File: src/rtl/lgts_pkg.sv
`timescale 1ns / 1ps
// ----------------------------------------------------------------------------
// lgts_pkg
// Shared widths, row types, opcodes and memory request types for the
// LDA Gibbs token sampler.
// ----------------------------------------------------------------------------
package lgts_pkg;

  localparam int TOPICS  = 8;
  localparam int TOPIC_W = $clog2(TOPICS);
  localparam int VOCAB   = 4096;
  localparam int WORD_W  = $clog2(VOCAB);
  localparam int DOCS    = 256;
  localparam int DOC_W   = $clog2(DOCS);

  localparam int CNT_W   = 16;
  localparam int TOT_W   = 24;
  localparam int WT_W    = 32;
  localparam int SUM_W   = 48;
  localparam int PRIOR_W = 24;
  localparam int VIU_W   = 13;
  localparam int FRAC_W  = 16;

  // datapath widths
  localparam int A_W   = CNT_W + FRAC_W + 1;        // doc count term
  localparam int B_W   = WT_W + 2;                  // word term
  localparam int BV_W  = PRIOR_W + VIU_W;           // beta * vocab
  localparam int DEN_W = SUM_W + 1;                 // denominator
  localparam int NUM_W = B_W + FRAC_W;              // b << 16
  localparam int Q_W   = 32;                        // saturated ratio
  localparam int RUN_W = A_W - FRAC_W + Q_W + 3;    // cumulative weight
  localparam int RND_W = 32;

  localparam int CFG_W   = PRIOR_W;
  localparam int CFG_IDX_W = 2;

  localparam logic [CFG_IDX_W-1:0] CFG_ALPHA = 2'd0;
  localparam logic [CFG_IDX_W-1:0] CFG_BETA  = 2'd1;
  localparam logic [CFG_IDX_W-1:0] CFG_VOCAB = 2'd2;

  localparam logic [PRIOR_W-1:0] ALPHA_RST = 24'd13107;
  localparam logic [PRIOR_W-1:0] BETA_RST  = 24'd32768;
  localparam logic [VIU_W-1:0]   VIU_RST   = 13'd4096;

  typedef enum logic [1:0] {
    OP_LOAD     = 2'd0,
    OP_ADD      = 2'd1,
    OP_RESAMPLE = 2'd2,
    OP_CLEAR    = 2'd3
  } opcode_t;

  typedef logic [TOPICS-1:0][CNT_W-1:0] cnt_row_t;
  typedef logic [TOPICS-1:0][WT_W-1:0]  wt_row_t;

  typedef struct packed {
    logic [DOC_W-1:0]  doc_addr;
    logic [WORD_W-1:0] word_addr;
    logic              doc_we;
    logic              twc_we;
    logic              tw_we;
    cnt_row_t          doc_wdata;
    cnt_row_t          twc_wdata;
    wt_row_t           tw_wdata;
  } mem_req_t;

  typedef struct packed {
    cnt_row_t doc_rdata;
    cnt_row_t twc_rdata;
    wt_row_t  tw_rdata;
  } mem_rsp_t;

endpackage

File: src/rtl/lgts_div.sv
`timescale 1ns / 1ps
// ----------------------------------------------------------------------------
// lgts_div
// Radix-2 restoring divider, 32 quotient bits, saturating at all ones.
// ----------------------------------------------------------------------------
module lgts_div (
  input  logic                       clk,
  input  logic                       rst_n,
  input  logic                       start,
  input  logic [lgts_pkg::NUM_W-1:0] num,
  input  logic [lgts_pkg::DEN_W-1:0] den,
  output logic                       done,
  output logic [lgts_pkg::Q_W-1:0]   quot
);
  import lgts_pkg::*;

  localparam int CNT_BITS = $clog2(Q_W);
  localparam int HI_W = NUM_W - Q_W;

  logic                busy_r, busy_nxt;
  logic                done_r, done_nxt;
  logic [CNT_BITS-1:0] cnt_r, cnt_nxt;
  logic [DEN_W-1:0]    rem_r, rem_nxt;
  logic [DEN_W-1:0]    den_r, den_nxt;
  logic [Q_W-1:0]      lo_r, lo_nxt;
  logic [Q_W-1:0]      q_r, q_nxt;
  logic [DEN_W:0]      trial;
  logic                ge;

  assign trial = {rem_r, lo_r[Q_W-1]};
  assign ge    = trial >= {1'b0, den_r};

  always_comb begin
    busy_nxt = busy_r;
    done_nxt = 1'b0;
    cnt_nxt  = cnt_r;
    rem_nxt  = rem_r;
    den_nxt  = den_r;
    lo_nxt   = lo_r;
    q_nxt    = q_r;
    if (start) begin
      den_nxt = den;
      // quotient would not fit in 32 bits
      if (DEN_W'(num[NUM_W-1:Q_W]) >= den) begin
        q_nxt    = '1;
        done_nxt = 1'b1;
      end else begin
        rem_nxt  = DEN_W'(num[NUM_W-1:Q_W]);
        lo_nxt   = num[Q_W-1:0];
        cnt_nxt  = '0;
        busy_nxt = 1'b1;
      end
    end else if (busy_r) begin
      rem_nxt = ge ? DEN_W'(trial - {1'b0, den_r}) : trial[DEN_W-1:0];
      lo_nxt  = {lo_r[Q_W-2:0], 1'b0};
      q_nxt   = {q_r[Q_W-2:0], ge};
      cnt_nxt = cnt_r + 1'b1;
      if (cnt_r == CNT_BITS'(Q_W - 1)) begin
        busy_nxt = 1'b0;
        done_nxt = 1'b1;
      end
    end
  end

  always_ff @(posedge clk) begin
    if (!rst_n) begin
      busy_r <= 1'b0;
      done_r <= 1'b0;
      cnt_r  <= '0;
    end else begin
      busy_r <= busy_nxt;
      done_r <= done_nxt;
      cnt_r  <= cnt_nxt;
    end
    rem_r <= rem_nxt;
    den_r <= den_nxt;
    lo_r  <= lo_nxt;
    q_r   <= q_nxt;
  end

  assign done = done_r;
  assign quot = q_r;

  // HI_W bits of the numerator enter the remainder at start
  initial_width_check : assert property (@(posedge clk) disable iff (!rst_n)
    start |-> (HI_W > 0 && !busy_r)) else $error("divider restarted while busy");

  done_is_pulse : assert property (@(posedge clk) disable iff (!rst_n)
    done_r |=> !done_r || $past(start)) else $error("divider done held");

  busy_ends_done : assert property (@(posedge clk) disable iff (!rst_n)
    $fell(busy_r) |-> done_r) else $error("divider stopped without done");

endmodule

File: config.mk
export PLATFORM = sky130hd
export DESIGN_NAME = lgts_div
export DESIGN_NICKNAME = d
export VERILOG_FILES = /design/src/rtl/lgts_pkg.sv /design/src/rtl/lgts_div.sv
export SDC_FILE = /design/constraint.sdc
export NUM_CORES = 1
export LEC_CHECK = 0
export BUFFER_PORTS_ARGS = -buffer_cell sky130_fd_sc_hd__clkbuf_2
export CAP_MARGIN = 20
export CORE_MARGIN = 3
export CORE_UTILIZATION = 50
export DETAILED_ROUTE_END_ITERATION = 8
export PLACE_DENSITY = 0.68
export SLEW_MARGIN = 25
export SYNTH_ARGS = -nofsm -noshare
export SYNTH_HDL_FRONTEND = slang
export SYNTH_SLANG_ARGS = --single-unit
File: constraint.sdc
create_clock -name clk -period 5 [get_ports clk]
set_input_delay 0.25 -clock clk [delete_from_list [all_inputs] [get_ports clk]]
set_output_delay 0.25 -clock clk [all_outputs]
set_load 0.03 [all_outputs]
**Word level (Yosys, flattened, before mapping)**

Cells that the tools add are included.

- Add/sub/neg operators: 2
- $lt $le $gt $ge: 2
- Eq/ne operators: 3
- Multiplexer cells: 21
- Reductions and logical operators: 3

Operators by type and width:

| kind | number |
|---|---|
| $mux 49 | 4 |
| $mux 32 | 6 |
| $ge 50x49->1 | 1 |
| $ge 18x49->1 | 1 |
| $sub 49x49->49 | 1 |
| $mux 5 | 3 |
| $mux 1 | 8 |
| $add 5x1->5 const B | 1 |
| $eq 5x5->1 const B | 1 |
| $reduce_and 2->1 | 2 |
| $ne 2x1->1 const B | 1 |
| $ne 2x2->1 const B | 1 |
| $reduce_bool 2->1 | 1 |

- Register bits: 169
- Input port bits: 102
- Logic and storage cells: 38

**Depth between registers and ports, before layout**

- Depth after elaboration: 4
- Depth in mapped cells: 14
- Gate-level depth less buffers: 12

**Worst setup path after synthesis**

OpenSTA, ideal clock, no wires.

- Kind: input -> register
- Start point: input den[2] (netlist name)
- End point: register lo_r[0], enable pin
- Data arrival time: 3242 ps
- Data required time: 4565 ps
- Slack: 1323 ps
- Stages on the path: 10
- Buffers on the path: 0
- Path through: inv_1 -> ha_1 -> a21o_1 -> a221oi_1 -> nor3b_1 -> o221ai_1 -> a21o_1 -> a2111oi_1 -> a21o_1 -> inv_1

- Word-level cells in the longest chain between the ends: 3

RTL lines:

| item | line | RTL |
|---|---|---|
| from (decl) | lgts_div.sv:11 | `input logic [lgts_pkg::DEN_W-1:0] den,` |
| $ge 18x49->1 | lgts_div.sv:44 | `if (DEN_W'(num[NUM_W-1:Q_W]) >= den) begin` |
| $ne 2x2->1 (no line) | n/a |  |
| $reduce_and 2->1 (no line) | n/a |  |
| to (signal assigned) | lgts_div.sv:77 | `lo_r <= lo_nxt;` |
| to (decl) | lgts_div.sv:25 | `logic [Q_W-1:0] lo_r, lo_nxt;` |

Every way passes these cells.
A chain may end at the register's enable or synchronous reset.

**Worst setup path in the final report**

- Start point: register den_r[0]
- End point: register rem_r[25], data pin

- Word-level cells in the longest chain between the ends: 4
- Elaborated cells on any way between the ends: 5
- Classes of those cells: add/sub: 1; order compare: 1; mux: 3

RTL lines:

| item | line | RTL |
|---|---|---|
| from (decl) | lgts_div.sv:24 | `logic [DEN_W-1:0] den_r, den_nxt;` |
| from (signal assigned) | lgts_div.sv:76 | `den_r <= den_nxt;` |
| $sub 49x49->49 / $ge 50x49->1 (equally long branches) | lgts_div.sv:54, lgts_div.sv:31 |  |
| $mux 49 (*) | lgts_div.sv:54 | `rem_nxt = ge ? DEN_W'(trial - {1'b0, den_r}) : trial[DEN_W-1:0];` |
| $mux 49 (*) | lgts_div.sv:53 | `end else if (busy_r) begin` |
| $mux 49 (*) | lgts_div.sv:41 | `if (start) begin` |
| to (signal assigned) | lgts_div.sv:75 | `rem_r <= rem_nxt;` |
| to (decl) | lgts_div.sv:23 | `logic [DEN_W-1:0] rem_r, rem_nxt;` |

Every way passes the cells marked *; elsewhere a longest branch is shown, timed or not. The select of a mux whose other input is x is not followed.

==> summary.md <==
| Metric | Value |
|---|---|
| Status | `finished, final reports clean` |
| Seq/Total Area, Yosys | `between 40% and 50%` |
| Crit path DAT | `4.14 ns` |
| Post-synth EDFFs | `about 160` |
| Final setup skew | `roughly 0.012 ns` |
| Hold WC Path Type | `input port to register` |
| Slew Limit Fails | `0` |
| Commonest cells in the netlist | `edfxtp_1, inv_1, a21oi_1` |
| Area Overhead vs Synth | `16.5%` |
| DR DRC count | `0` |
| Buffers & Inverters on Critical Path | `1` |
| Vias in the first global route | `7394` |
| Layout cells sized above 1 | `between 20 and 25%` |
| CTS resizes | `0` |
| FF-to-FF setup slack | `1.05 ns` |
| CTS tree | `yes` |
| RSZ-0062 raised after global routing | `false` |
| Max rail drop VDD | `0.265 mV` |
| Setup Viol. Count Final | `0` |
| Setup crit start kind | `register` |
| CP max FO | `26` |
| Worst-Skew Late Latency | `0.44 ns` |
| Grt ovf | `0` |
| Max_cap viols | `0` |
| Starting Density | `51.6%` |
| Diodes inserted | `0` |
| First DRT Iteration DRCs | `approximately 560` |
| Via Count | `approximately 7600` |
| Initial antenna violation count | `0` |
| CP max stage cell | `o31ai_4` |
| Fill cells | `1651` |
| Core Area | `0.0197 mm²` |
| Crit path time final | `3.95 ns` |
| CP endpoint | `rem_r[25]` |
| Die Wd | `149 µm` |
| Worst-Margin Slew | `0.994 ns` |
| Worst r2r src | `den_r[0]` |
| Antenna-violating nets left | `0` |
| #FFs+latches synth | `169` |
| Critical Path RT | `5.19 ns` |
| Period Utilization, post-route | `79.0%` |
| Min-Delay Startpoint | `den[13]` |
| # port buffers | `134` |
| Top FF cell, synth | `edfxtp_1` |
| Setup tns final | `0 ns` |
| FP Rows | `51` |
| Synthesized area per cell | `10.9 µm²` |
| Reg2reg path depth | `12` |
| Leakage | `5.09 nW` |
| Root Driver | `clkbuf_16` |
| Crit path max-delay family | `compound AO/OA/AOI/OAI gates` |
| R2R Path End | `rem_r[25]` |
| CP cell instances | `ha_1, fa_1, nand2b_1, a21o_1, nand2_1, a22oi_1, a21oi_4, a31oi_4, o31ai_4, buf_4, mux2_2, and2_1` |
| Critical Path Stages | `12` |
| Drt pass-1 iters | `5` |
| Count leader, synth | `edfxtp_1` |
| Power density cells | `512 mW/mm²` |
| Crit path capture type | `register` |
| Synthesized area | `between 0.01 and 0.015 mm²` |
| Async SR Flop Fraction | `0%` |
| Yosys warnings | `0` |
| DIE HEIGHT | `149 µm` |
| Die area | `0.0221 mm²` |
| Clock sink total | `169` |
| Crit path largest cell delay | `0.63 ns` |
| Routability congestion estimate | `0.909` |
| Synth top area cells | `edfxtp_1, ha_1, a21oi_1` |
| Max Root-Sink Buffers | `2` |
| H-tree lvl count | `4` |
| Clock transition at path regs | `around 0.080 ns` |
| Global-route usage over all layers | `21.7%` |
| DR WL/cell | `around 17 µm` |
| Largest net degree at the start of global routing | `84` |
| Util after Layout | `60.2%` |
| Crit Path Category | `register to register` |
| Unique masters post-synth | `71` |
| Relative slew slack | `33.5%` |
| First-pass GRT wire length | `38000 µm` |
| Num CTS Buffers | `17` |
| Sequential cell area | `0.00500 mm²` |
| Cell taking the most area after synthesis | `edfxtp_1` |
| Final Hold Viols | `0` |
| Launch point of the worst path | `den_r[0]` |
| Top achievable clock speed | `0.253 GHz` |
| Drt via density | `5.61` |
| Routed WL | `between 20000 and 25000 µm` |
| Post-DP HPWL | `17500 µm` |
| Nets | `1247` |
| Ports | `135` |
| Mapped Cells | `934` |
| Syn_nets | `1106` |
| Yosys top cell area share | `47.8%` |
| Area occupied by multi-input gates | `0.00463 mm²` |
## report_power, final
part | internal [W] | leakage, nW | switching, W
clock network | 0.000737 | 0.309 | 0.000667
registers | 0.00188 | 1.64 | 0.000129
logic | 0.00111 | 3.13 | 0.00155
## through the flow
stage	hold WS (ns)	power [W]	worst slack (ns)	instance area, µm²	std cells
after global placement	0.444	0.00463	1.19	11000	1302
after global routing	0.00202	0.00648	0.870	11900	1353
after detailed placement	0.446	0.00465	1.11	11000	1302
after CTS	0.0000364	0.00608	1.07	11800	1348
final	0.00766	0.00607	1.05	11900	1353
after floorplan	0.349	0.00415	1.32	10200	934
## kinds of logic after synthesis
family | synth area share [%]
AOI/OAI and AO/OA | 16.0
and+or+nand+nor | 11.0
DFF | 49.1
buffers and inverters | 5.36
adders and majority gates | 8.67
muxes | 6.32
xor gates and xnor gates | 3.44
## metal layers
metal | GRT usage [%] | vias up | wire [µm]
li1 | - | 3732 | -
met1 | 30.8 | 3625 | 11000
met2 | 34.6 | 212 | 11100
met3 | 4.63 | 24 | 1270
met4 | 4.34 | 0 | 284
met5 | 0 | - | 0
## layout make-up
type                       count  share of cell area (%)
clock buffer                  17                    3.59
clock inverter                15                    1.84
inverter                      89                    2.83
multi-input combinational    638                    39.1
sequential                   169                    42.2
tap                          265                    2.79
timing repair buffer         160                    7.72
## cells in the final DEF (no fill, tap or decap), types with 10 or more instances in the layout
master         instances
a21oi_1               83
mux2i_1               26
nand3_1               11
mux2_2                34
inv_1                 88
clkbuf_16             17
nand2_1               44
xnor2_1               24
clkbuf_2             133
o21ai_0               34
ha_1                  69
a211oi_1              12
dlygate4sd3_1         19
xor2_1                16
a21o_1                32
nor2_1                71
edfxtp_1             162
o21a_1                10
nand4_1               16
or2_2                 33
## state kept, by name (all words and copies together), names as in the netlist
| register | cells |
|---|---|
| busy_r | 1 |
| cnt_r | 5 |
| done | 1 |
| den_r | 49 |
| quot | 32 |
| rem_r | 49 |
| lo_r | 32 |
## worst min-delay path by stage
stage	slack, ns	cells after the start	end
floorplan	0.35	0	den_r[0]
global placement	0.44	1	den_r[10]
detailed placement	0.45	1	den_r[10]
CTS	0.00004	1	den_r[15]
global route	0.002	1	den_r[2]
finish	0.008	1	den_r[13]
## worst register-to-register path, delay by kind of cell (launching register included)
| kind | cells | cell delay [ns] |
|---|---|---|
| buf+inv | 1 | 0.44 |
| simple gates | 3 | 0.45 |
| flops | 1 | 0.39 |
| mux | 1 | 0.39 |
| compound gates | 5 | 1.40 |
| fa+ha+maj | 2 | 0.64 |
## repair_timing
item	in CTS	in global routing
hold buffers	14	5
endpoints found under the hold margin	14	5
setup buffers	0	0
setup endpoints to repair	0	0
(Power assumes the default switching activity.)
